==> config.mk <==
export PLATFORM = sky130hd
export DESIGN_NAME = clock_panel_time_setter
export DESIGN_NICKNAME = d
export VERILOG_FILES = /design/src/rtl/core/cpts_pkg.sv /design/src/rtl/core/cpts_cfg.sv /design/src/rtl/core/cpts_core.sv /design/src/rtl/core/clock_panel_time_setter.sv
export SDC_FILE = /design/constraint.sdc
export NUM_CORES = 1
export LEC_CHECK = 0
export BUFFER_PORTS_ARGS = -buffer_cell sky130_fd_sc_hd__buf_2
export CAP_MARGIN = 30
export CORE_AREA = 4 4 184 186
export DETAILED_ROUTE_END_ITERATION = 8
export DIE_AREA = 0 0 188 190
export PLACE_DENSITY = 0.95
export SYNTH_ARGS = -nofsm -noshare
export SYNTH_HDL_FRONTEND = slang
export SYNTH_SLANG_ARGS = --single-unit
==> constraint.sdc <==
create_clock -name aclk -period 9.6 [get_ports aclk]
set_input_delay 2.4 -clock aclk [delete_from_list [all_inputs] [get_ports aclk]]
set_output_delay 2.4 -clock aclk [all_outputs]
set_load 0.01 [all_outputs]
==> src/rtl/core/cpts_pkg.sv <==
// Shared types, register map and digit helpers for the clock panel time setter.
package cpts_pkg;

    localparam int CFG_ADDR_BITS = 4;
    localparam int CFG_DATA_BITS = 32;
    localparam int S_TDATA_BITS  = 56;
    localparam int M_TDATA_BITS  = 40;

    localparam logic [1:0] REG_BLINK_PERIOD    = 2'd0;
    localparam logic [1:0] REG_SETTING_TIMEOUT = 2'd1;
    localparam logic [1:0] REG_REFRESH_PERIOD  = 2'd2;
    localparam logic [1:0] REG_SHUTDOWN_DELAY  = 2'd3;

    localparam logic [15:0] BLINK_PERIOD_RST    = 16'd500;
    localparam logic [15:0] SETTING_TIMEOUT_RST = 16'd5000;
    localparam logic [15:0] REFRESH_PERIOD_RST  = 16'd500;
    localparam logic [15:0] SHUTDOWN_DELAY_RST  = 16'd1000;

    localparam logic [2:0] SEL_NONE       = 3'd0;
    localparam logic [2:0] SEL_HOUR_TENS  = 3'd1;
    localparam logic [2:0] SEL_HOUR_UNITS = 3'd2;
    localparam logic [2:0] SEL_MIN_TENS   = 3'd3;
    localparam logic [2:0] SEL_MIN_UNITS  = 3'd4;

    localparam logic [1:0] DOTS_UPPER = 2'b01;
    localparam logic [1:0] DOTS_LOWER = 2'b10;
    localparam logic [1:0] DOTS_BOTH  = 2'b11;

    localparam logic [4:0] HOURS_MAX  = 5'd23;
    localparam logic [5:0] MINUTE_MAX = 6'd59;
    localparam logic [5:0] HALF_MIN   = 6'd30;

    typedef struct packed {
        logic [15:0] blink_period_ms;
        logic [15:0] setting_timeout_ms;
        logic [15:0] refresh_period_ms;
        logic [15:0] shutdown_delay_ms;
    } cfg_t;

    typedef struct packed {
        logic [31:0] now_ms;
        logic        button_up;
        logic        button_down;
        logic [4:0]  cur_hours;
        logic [5:0]  cur_minutes;
        logic [5:0]  cur_seconds;
        logic        power_lost;
    } in_item_t;

    typedef struct packed {
        logic       mask_valid;
        logic [3:0] digit_mask;
        logic       set_valid;
        logic [4:0] set_hours;
        logic [5:0] set_minutes;
        logic [5:0] set_seconds;
        logic       show_valid;
        logic [4:0] show_hours;
        logic [5:0] show_minutes;
        logic [1:0] dots;
        logic       shutdown_request;
    } result_t;

    function automatic logic [1:0] hour_tens(input logic [4:0] h);
        return (h >= 5'd20) ? 2'd2 : ((h >= 5'd10) ? 2'd1 : 2'd0);
    endfunction

    function automatic logic [2:0] minute_tens(input logic [5:0] m);
        logic [2:0] t;
        t = 3'd0;
        if (m >= 6'd10) t = 3'd1;
        if (m >= 6'd20) t = 3'd2;
        if (m >= 6'd30) t = 3'd3;
        if (m >= 6'd40) t = 3'd4;
        if (m >= 6'd50) t = 3'd5;
        return t;
    endfunction

endpackage

==> src/rtl/core/cpts_cfg.sv <==
// Configuration register file behind the APB-style port.
module cpts_cfg import cpts_pkg::*; (
    input  logic                     aclk,
    input  logic                     aresetn,
    input  logic                     psel,
    input  logic                     penable,
    input  logic                     pwrite,
    input  logic [CFG_ADDR_BITS-1:0] paddr,
    input  logic [CFG_DATA_BITS-1:0] pwdata,
    output logic [CFG_DATA_BITS-1:0] prdata,
    output logic                     pready,
    output cfg_t                     cfg
);

    cfg_t       cfg_reg;
    logic       wr_en;
    logic [1:0] reg_idx;

    assign pready  = 1'b1;
    assign wr_en   = psel && penable && pwrite && pready;
    assign reg_idx = paddr[3:2];
    assign cfg     = cfg_reg;

    always_ff @(posedge aclk) begin
        if (!aresetn) begin
            cfg_reg.blink_period_ms    <= BLINK_PERIOD_RST;
            cfg_reg.setting_timeout_ms <= SETTING_TIMEOUT_RST;
            cfg_reg.refresh_period_ms  <= REFRESH_PERIOD_RST;
            cfg_reg.shutdown_delay_ms  <= SHUTDOWN_DELAY_RST;
        end else if (wr_en) begin
            case (reg_idx)
                REG_BLINK_PERIOD:    cfg_reg.blink_period_ms    <= pwdata[15:0];
                REG_SETTING_TIMEOUT: cfg_reg.setting_timeout_ms <= pwdata[15:0];
                REG_REFRESH_PERIOD:  cfg_reg.refresh_period_ms  <= pwdata[15:0];
                REG_SHUTDOWN_DELAY:  cfg_reg.shutdown_delay_ms  <= pwdata[15:0];
                default: ;
            endcase
        end
    end

    always_comb begin
        case (reg_idx)
            REG_BLINK_PERIOD:    prdata = {16'd0, cfg_reg.blink_period_ms};
            REG_SETTING_TIMEOUT: prdata = {16'd0, cfg_reg.setting_timeout_ms};
            REG_REFRESH_PERIOD:  prdata = {16'd0, cfg_reg.refresh_period_ms};
            REG_SHUTDOWN_DELAY:  prdata = {16'd0, cfg_reg.shutdown_delay_ms};
            default:             prdata = '0;
        endcase
    end

endmodule

==> src/rtl/core/cpts_core.sv <==
// Poll evaluation: selection, blink, time set, refresh and power watch state.
module cpts_core import cpts_pkg::*; #(
    parameter int STAMP_BITS = 32
) (
    input  logic     aclk,
    input  logic     aresetn,
    input  logic     fire,
    input  in_item_t item,
    input  cfg_t     cfg,
    output result_t  res
);

    logic [2:0]            sel_reg, sel_next, sel_up;
    logic                  blink_phase_reg, blink_phase_next;
    logic                  dot_phase_reg, dot_phase_next;
    logic [STAMP_BITS-1:0] blink_stamp_reg, blink_stamp_next;
    logic [STAMP_BITS-1:0] setting_stamp_reg, setting_stamp_next;
    logic [STAMP_BITS-1:0] refresh_stamp_reg, refresh_stamp_next;
    logic [STAMP_BITS-1:0] power_ok_stamp_reg, power_ok_stamp_next;

    logic [STAMP_BITS-1:0] now_s;
    logic [STAMP_BITS-1:0] blink_elapsed, setting_elapsed, refresh_elapsed, power_elapsed;
    logic                  blink_due, refresh_due;
    logic [1:0]            digit_sel;
    logic [4:0]            hours_c;
    logic [5:0]            minutes_c, seconds_c, sec_show;
    logic [1:0]            ht, nht;
    logic [3:0]            hu, nhu, mu, nmu;
    logic [2:0]            mt, nmt;

    assign now_s           = STAMP_BITS'(item.now_ms);
    assign blink_elapsed   = now_s - blink_stamp_reg;
    assign setting_elapsed = now_s - setting_stamp_reg;
    assign refresh_elapsed = now_s - refresh_stamp_reg;
    assign power_elapsed   = now_s - power_ok_stamp_reg;

    assign blink_due = !((blink_stamp_reg != '0) &&
                         (blink_elapsed < STAMP_BITS'(cfg.blink_period_ms)));
    assign refresh_due = !((refresh_stamp_reg != '0) &&
                           (refresh_elapsed < STAMP_BITS'(cfg.refresh_period_ms)));

    assign digit_sel = 2'(sel_reg - 3'd1);

    // split the clamped time into decimal digits
    assign hours_c   = (item.cur_hours > HOURS_MAX) ? HOURS_MAX : item.cur_hours;
    assign minutes_c = (item.cur_minutes > MINUTE_MAX) ? MINUTE_MAX : item.cur_minutes;
    assign seconds_c = (item.cur_seconds > MINUTE_MAX) ? MINUTE_MAX : item.cur_seconds;
    assign ht = hour_tens(hours_c);
    assign hu = 4'(hours_c - 5'(ht) * 5'd10);
    assign mt = minute_tens(minutes_c);
    assign mu = 4'(minutes_c - 6'(mt) * 6'd10);

    assign sel_up = !item.button_up ? sel_reg :
                    ((sel_reg == SEL_MIN_UNITS) ? SEL_NONE : sel_reg + 3'd1);

    always_comb begin
        nht = ht;
        nhu = hu;
        nmt = mt;
        nmu = mu;
        case (sel_up)
            SEL_MIN_UNITS:  nmu = (mu == 4'd9) ? 4'd0 : mu + 4'd1;
            SEL_MIN_TENS:   nmt = (mt == 3'd5) ? 3'd0 : mt + 3'd1;
            SEL_HOUR_UNITS: begin
                if (ht == 2'd2) nhu = (hu == 4'd3) ? 4'd0 : hu + 4'd1;
                else            nhu = (hu == 4'd9) ? 4'd0 : hu + 4'd1;
            end
            SEL_HOUR_TENS:  begin
                nht = (ht == 2'd2) ? 2'd0 : ht + 2'd1;
                if (nht == 2'd2 && hu > 4'd3) nhu = 4'd3;
            end
            default: ;
        endcase
    end

    always_comb begin
        res                 = '0;
        sel_next            = sel_up;
        blink_phase_next    = blink_phase_reg;
        blink_stamp_next    = blink_stamp_reg;
        setting_stamp_next  = setting_stamp_reg;
        refresh_stamp_next  = refresh_stamp_reg;
        dot_phase_next      = dot_phase_reg;
        power_ok_stamp_next = power_ok_stamp_reg;
        sec_show            = item.cur_seconds;

        if (sel_reg == SEL_NONE) begin
            res.mask_valid   = 1'b1;
            blink_phase_next = 1'b1;
        end else if (blink_due) begin
            res.mask_valid   = 1'b1;
            res.digit_mask   = blink_phase_reg ? (4'b0001 << digit_sel) : 4'b0000;
            blink_phase_next = !blink_phase_reg;
            blink_stamp_next = now_s;
        end

        if (item.button_up) begin
            setting_stamp_next = now_s;
            blink_stamp_next   = '0;
            blink_phase_next   = 1'b1;
        end

        if (sel_up != SEL_NONE) begin
            if (item.button_down) begin
                setting_stamp_next = now_s;
                blink_stamp_next   = '0;
                blink_phase_next   = 1'b0;
                res.set_valid      = 1'b1;
                res.set_hours      = 5'(nht) * 5'd10 + 5'(nhu);
                res.set_minutes    = 6'(nmt) * 6'd10 + 6'(nmu);
                res.set_seconds    = seconds_c;
            end
            // a key press this poll restarts the timeout, so only idle polls expire
            if (!item.button_up && !item.button_down &&
                setting_elapsed > STAMP_BITS'(cfg.setting_timeout_ms)) begin
                sel_next = SEL_NONE;
            end
        end

        if (refresh_due) begin
            sec_show           = res.set_valid ? res.set_seconds : item.cur_seconds;
            refresh_stamp_next = now_s;
            res.show_valid     = 1'b1;
            res.show_hours     = res.set_valid ? res.set_hours : item.cur_hours;
            res.show_minutes   = res.set_valid ? res.set_minutes : item.cur_minutes;
            res.dots           = dot_phase_reg ?
                                 ((sec_show < HALF_MIN) ? DOTS_UPPER : DOTS_LOWER) : DOTS_BOTH;
            dot_phase_next     = !dot_phase_reg;
        end

        if (item.power_lost) begin
            res.shutdown_request = power_elapsed > STAMP_BITS'(cfg.shutdown_delay_ms);
        end else begin
            power_ok_stamp_next = now_s;
        end
    end

    always_ff @(posedge aclk) begin
        if (!aresetn) begin
            sel_reg            <= SEL_NONE;
            blink_phase_reg    <= 1'b0;
            dot_phase_reg      <= 1'b0;
            blink_stamp_reg    <= '0;
            setting_stamp_reg  <= '0;
            refresh_stamp_reg  <= '0;
            power_ok_stamp_reg <= '0;
        end else if (fire) begin
            sel_reg            <= sel_next;
            blink_phase_reg    <= blink_phase_next;
            dot_phase_reg      <= dot_phase_next;
            blink_stamp_reg    <= blink_stamp_next;
            setting_stamp_reg  <= setting_stamp_next;
            refresh_stamp_reg  <= refresh_stamp_next;
            power_ok_stamp_reg <= power_ok_stamp_next;
        end
    end

    a_mask_onehot: assert property (@(posedge aclk) disable iff (!aresetn)
        fire |-> $onehot0(res.digit_mask) && (res.mask_valid || res.digit_mask == 4'd0))
        else $error("digit mask blanks more than one digit");

    a_set_keeps_sel: assert property (@(posedge aclk) disable iff (!aresetn)
        fire && res.set_valid |=> sel_reg != SEL_NONE)
        else $error("time set ended the digit selection");

    a_refresh_stamp: assert property (@(posedge aclk) disable iff (!aresetn)
        fire && res.show_valid |=> refresh_stamp_reg == $past(now_s))
        else $error("refresh stamp not taken on display update");

    a_dot_toggle: assert property (@(posedge aclk) disable iff (!aresetn)
        fire && res.show_valid |=> dot_phase_reg != $past(dot_phase_reg))
        else $error("dot phase did not advance on display update");

    a_sel_range: assert property (@(posedge aclk) disable iff (!aresetn)
        sel_reg <= SEL_MIN_UNITS)
        else $error("selected digit out of range");

endmodule

==> src/rtl/core/clock_panel_time_setter.sv <==
// Top level: input word register, poll evaluation core and result word register.
// A held word's result is loaded into the result register once that register is free.
// Throughput: one word per cycle while m_tready takes each result; the combinational
//   poll evaluation in cpts_core between the two word registers sets this rate.
// Reset: aresetn is synchronous, active low; it empties both word registers,
//   clears the selection, phases and timer stamps, and restores the register defaults.
module clock_panel_time_setter import cpts_pkg::*; #(
    parameter int STAMP_BITS = 32
) (
    input  logic                     aclk,
    input  logic                     aresetn,
    // fields from bit 0 up: now_ms[31:0], button_up, button_down, cur_hours[4:0],
    // cur_minutes[5:0], cur_seconds[5:0], power_lost, zero fill
    input  logic [S_TDATA_BITS-1:0]  s_tdata,
    input  logic                     s_tvalid,
    output logic                     s_tready,
    // fields from bit 0 up: mask_valid, digit_mask[3:0], set_valid, set_hours[4:0],
    // set_minutes[5:0], set_seconds[5:0], show_valid, show_hours[4:0],
    // show_minutes[5:0], dots[1:0], shutdown_request, zero fill
    output logic [M_TDATA_BITS-1:0]  m_tdata,
    output logic                     m_tvalid,
    input  logic                     m_tready,
    input  logic                     psel,
    input  logic                     penable,
    input  logic                     pwrite,
    input  logic [CFG_ADDR_BITS-1:0] paddr,
    input  logic [CFG_DATA_BITS-1:0] pwdata,
    output logic [CFG_DATA_BITS-1:0] prdata,
    output logic                     pready
);

    cfg_t     cfg;
    in_item_t in_word;
    in_item_t in_item_reg;
    logic     in_valid_reg;
    result_t  res;
    result_t  out_reg;
    logic     out_valid_reg;
    logic     fire;
    logic     out_free;

    // unpack the input word
    assign in_word.now_ms      = s_tdata[31:0];
    assign in_word.button_up   = s_tdata[32];
    assign in_word.button_down = s_tdata[33];
    assign in_word.cur_hours   = s_tdata[38:34];
    assign in_word.cur_minutes = s_tdata[44:39];
    assign in_word.cur_seconds = s_tdata[50:45];
    assign in_word.power_lost  = s_tdata[51];

    // result register frees up when empty or when its word is taken this cycle
    assign out_free = !out_valid_reg || m_tready;
    // evaluate the held poll and advance state when the result can be stored
    assign fire     = in_valid_reg && out_free;
    // take a new word whenever the input register is empty or moving on
    assign s_tready = !in_valid_reg || fire;

    cpts_cfg u_cfg (
        .aclk    (aclk),
        .aresetn (aresetn),
        .psel    (psel),
        .penable (penable),
        .pwrite  (pwrite),
        .paddr   (paddr),
        .pwdata  (pwdata),
        .prdata  (prdata),
        .pready  (pready),
        .cfg     (cfg)
    );

    cpts_core #(
        .STAMP_BITS (STAMP_BITS)
    ) u_core (
        .aclk    (aclk),
        .aresetn (aresetn),
        .fire    (fire),
        .item    (in_item_reg),
        .cfg     (cfg),
        .res     (res)
    );

    // input word register
    always_ff @(posedge aclk) begin
        if (!aresetn) begin
            in_valid_reg <= 1'b0;
        end else if (s_tready) begin
            in_valid_reg <= s_tvalid;
        end
    end

    always_ff @(posedge aclk) begin
        if (s_tready && s_tvalid) begin
            in_item_reg <= in_word;
        end
    end

    // result word register: load on fire, drop once taken
    always_ff @(posedge aclk) begin
        if (!aresetn) begin
            out_valid_reg <= 1'b0;
        end else if (out_free) begin
            out_valid_reg <= fire;
        end
    end

    always_ff @(posedge aclk) begin
        if (fire) begin
            out_reg <= res;
        end
    end

    assign m_tvalid = out_valid_reg;
    assign m_tdata  = {2'b00,
                       out_reg.shutdown_request,
                       out_reg.dots,
                       out_reg.show_minutes,
                       out_reg.show_hours,
                       out_reg.show_valid,
                       out_reg.set_seconds,
                       out_reg.set_minutes,
                       out_reg.set_hours,
                       out_reg.set_valid,
                       out_reg.digit_mask,
                       out_reg.mask_valid};

endmodule
==> impl_results.md <==
* Area contributors post-synth: dfxtp_1 (19%), edfxtp_1 (13%), ha_1 (12%)
* Most instantiated flip-flop cell in the synthesis netlist: dfxtp_1
* Power density over the cells at ~150 nW/µm²
* Number of placed instances with taps included at 3,024
* Cell count after synthesis at roughly 2.5k
* Largest area contributor in the synthesized netlist: dfxtp_1
* End point of the most critical hold path: u_core.power_ok_stamp_reg[10]$_SDFFE_PN0P_
* Non-filler cells in the finished layout at just over 3k
* Data arrival, critical path at between 6000 and 7000 ps
* Flop-to-flop setup slack at 3410 ps
* First DRT Iteration DRCs at about 1.9k
* DRC violation count after routing at 0
* Relative slew slack at 0.250
* Top-level I/O count at roughly 170
* Post-route antenna net violation count at 0
* Result of the run: finished, final reports clean
* First drt pass iteration count at 6
* Clock net sink count at 289
* Unrepaired setup endpoints after global routing: no
* Flip-flop count of the largest register, all copies and words added at 64
* H-tree level count at 1
* Stage delay of the slowest cell on the critical path at 860 ps
* Number of global-route vias before repair at about 19k
* Post-route clock period utilization at 0.644
* Seq/Total Area, Yosys at 0.316
* Reg2Reg Capture Point: m_tdata[29]$_SDFFCE_PP0P_
* Die extent in x at between 150 and 200 µm
* Post-Syn Area at approximately 21,000 µm²
* Placed wire-length estimate after detailed placement at between 40 and 50 mm
* Global-route wire length before repair at around 95 mm
* Static Leakage at 9.06 nW
* Distinct cell type count of the synthesized netlist at 87
* Die Outline Area at 35,700 µm²
* Share of the core filled with cells at 0.713
* Fraction of final layout cells sized beyond drive strength 1 at 0.0921
* Post-CTS setup buffer count at 0
* Highest clock frequency the design can meet at about 160 MHz
* Routability congestion estimate at 1.02
* Via-to-Cell Ratio at 6.38
* Starting Density at 0.654
* # rows at 66
* Hold WS at between 400 and 500 ps
* Number of buffers added by the clock tree synthesis step at 30
* Crit path cell chain: inv_1 > ha_1 > inv_1 > fa_1 > a21o_1 > a22oi_1 > o21ai_1 > a21bo_2 > a31oi_1 > xnor2_1 > ha_1 > nand4_1 > o22ai_1 > nor3_1 > nand4_1 > nor4_1 > and4_1 > nand4_1 > or4_1 > nor4_1 > nor2_1
* Hold Buf Count CTS at 0
* All-Layer GR Usage at 0.321
* Worst supply voltage drop on vdd at between 150 and 200 µV
* Source-to-sink clock delay at the later pin of the worst-skew pair at approximately 580 ps
* Post-CTS clock slew at the launch and capture registers of the worst setup and hold paths at roughly 60 ps
* Largest fanout on the critical path at 5
* Via count at 19.7k
* Slew at the pin closest to its max-slew limit at approximately 1100 ps
* Critical path data required time at between 9000 and 10,000 ps
* Launch instance of the worst register-to-register path: in_item_reg[20]$_DFFE_PP_
* Flop and latch count out of synthesis at about 290
* Layout-stage area growth over the synthesis result at 8.99%
* Std-Cell Core Area at around 32,000 µm²
* Antenna violations before repair at 2
* PnR Total Power at around 3.4 mW
* R2r worst-path depth at 21
* Drt wl/cell at a little under 20 µm
* Share of synthesized flip-flops with an asynchronous set or reset at 0
* Setup TNS Final at 0 ps
* Global-route congestion overflow total at 0
* Setup clock skew after layout at 25.2 ps
* Hold path start: u_core.power_ok_stamp_reg[10]$_SDFFE_PN0P_
* Root buffer cell: clkbuf_16
* Sum of routed wire length over all layers at between 50 and 60 mm
* Setup violations, final at 0
* Slowest stage cell on the critical path: nor4_1
* Cell with the most instances on the worst path: nand4_1
* Count of buffers from port buffering at approximately 130
* Cell depth of the worst min-delay path at 2
* Resized Gates After CTS at 0
* Start-to-end type of the worst setup path: flip-flop to flip-flop
* Die height at 190 µm
* Mapped Avg Cell Area at 8.35 µm²
* CTS tree: built
* EDFF count, synth at 90
* Maxcap violations at 0
* Count of final max-slew check failures at 0
* Tmin final at just over 6000 ps
* Crit path launch type: flip-flop
* Worst hold path class: flip-flop to flip-flop
* Number of buffers on the longest clock path at 3
* Area share of the largest cell type after synthesis at 0.189
* Number of hold violations in the final report at 0
* Type of element capturing the critical path: flip-flop
* Number of nets in the layout at around 3k
* Maximum number of pins on one net before global-route repair at 120
* Count of yosys warnings during synthesis at 0
-- cell usage in the layout (no fill, tap or decap), drive strengths merged, types with 27 or more instances in the layout --
cell type / count
and3: 32
a21boi: 122
o21a: 30
a21o: 57
ha: 205
nand4: 33
nor3: 34
xor2: 32
nor2: 150
o21ai: 105
a32o: 32
nor4: 28
buf: 153
edfxtp: 90
xnor2: 55
mux2i: 50
nand2: 383
nand2b: 27
o211ai: 36
nand3: 42
clkbuf: 43
a21oi: 148
inv: 248
dfxtp: 199
-- routing by layer --
metal,up-vias,part of all wire,track usage
met4,0,0.049,0.142
met5,-,0,0
met3,215,0.096,0.0450
li1,9169,-,-
met2,1045,0.47,0.544
met1,9243,0.38,0.409
-- per-stage QoR --
stage	worst slack, ps	instance area (µm²)
after floorplan	3740	21200
after global placement	3380	22000
after detailed placement	3460	22000
after CTS	3460	23000
after global routing	3160	23000
final	3410	23000
-- logic make-up after synthesis --
kind of cell	count (synthesis)	synth area share
AO/OA/AOI/OAI	687	0.225
XOR/XNOR	87	0.0361
adder cells (fa/ha/maj)	213	0.129
buffers and inverters	367	0.0718
flip-flops	289	0.316
multiplexers	67	0.0413
other	2	0.000355
AND/OR/NAND/NOR	819	0.180
-- how the worst max path moves through the flow --
| stage | start | to | slack (ps) | depth (start not counted) |
|---|---|---|---|---|
| 5_1_grt | in_item_reg[20]$_DFFE_PP_ | u_core.blink_stamp_reg[18]$_SDFFE_PN0P_ | 3160 | 23 |
| 2_1_floorplan | paddr[2] | prdata[12] | 3740 | 2 |
| 3_5_place_dp | paddr[2] | prdata[12] | 3460 | 3 |
| 6_report | in_item_reg[20]$_DFFE_PP_ | m_tdata[29]$_SDFFCE_PP0P_ | 3410 | 21 |
| 3_3_place_gp | in_item_reg[20]$_DFFE_PP_ | u_core.blink_stamp_reg[2]$_SDFFE_PN0P_ | 3380 | 22 |
| 4_1_cts | paddr[2] | prdata[12] | 3460 | 3 |
-- cells in the mapped netlist, types with 20 or more instances --
cell      number
and3_1        32
nor2_1       149
nor4_1        27
nand4_1       33
xnor2_1       55
nand2b_1      27
a31oi_1       24
a21o_1        57
nand3_1       42
a21boi_0     121
edfxtp_1      90
xor2_1        32
nor2b_1       20
ha_1         205
a32o_1        32
inv_1        248
buf_4         22
dfxtp_1      199
mux2i_1       50
o21a_1        30
nor3_1        34
o211ai_1      36
a21oi_1      148
o21ai_0      101
clkbuf_1      82
nand2_1      383
-- power by group --
group | switching, mW | internal [mW] | leakage (nW)
Combinational | 0.497 | 0.338 | 6.10
Clock | 0.488 | 0.701 | 0.487
Sequential | 0.0545 | 1.31 | 2.47
Total | 1.04 | 2.35 | 9.06
-- area by class of cell --
type	count	area [µm²]
repair buffers	153	832
clock buffers	43	861
inverters	248	931
clock inverters	13	145
diodes	3	7.51
multi-input cells	1892	13000
fillers	2350	9260
flip-flops and latches	289	6690
well taps	442	553
-- worst max-delay path: cells and delay by family (launching register included) --
kind | cells | cell delay (ps)
buffers and inverters | 2 | 380
xor gates and xnor gates | 1 | 150
DFF | 1 | 550
and+or+nand+nor | 9 | 2580
adders and majority gates | 3 | 880
AOI/OAI and AO/OA | 6 | 1310
(Power assumes the default switching activity.)
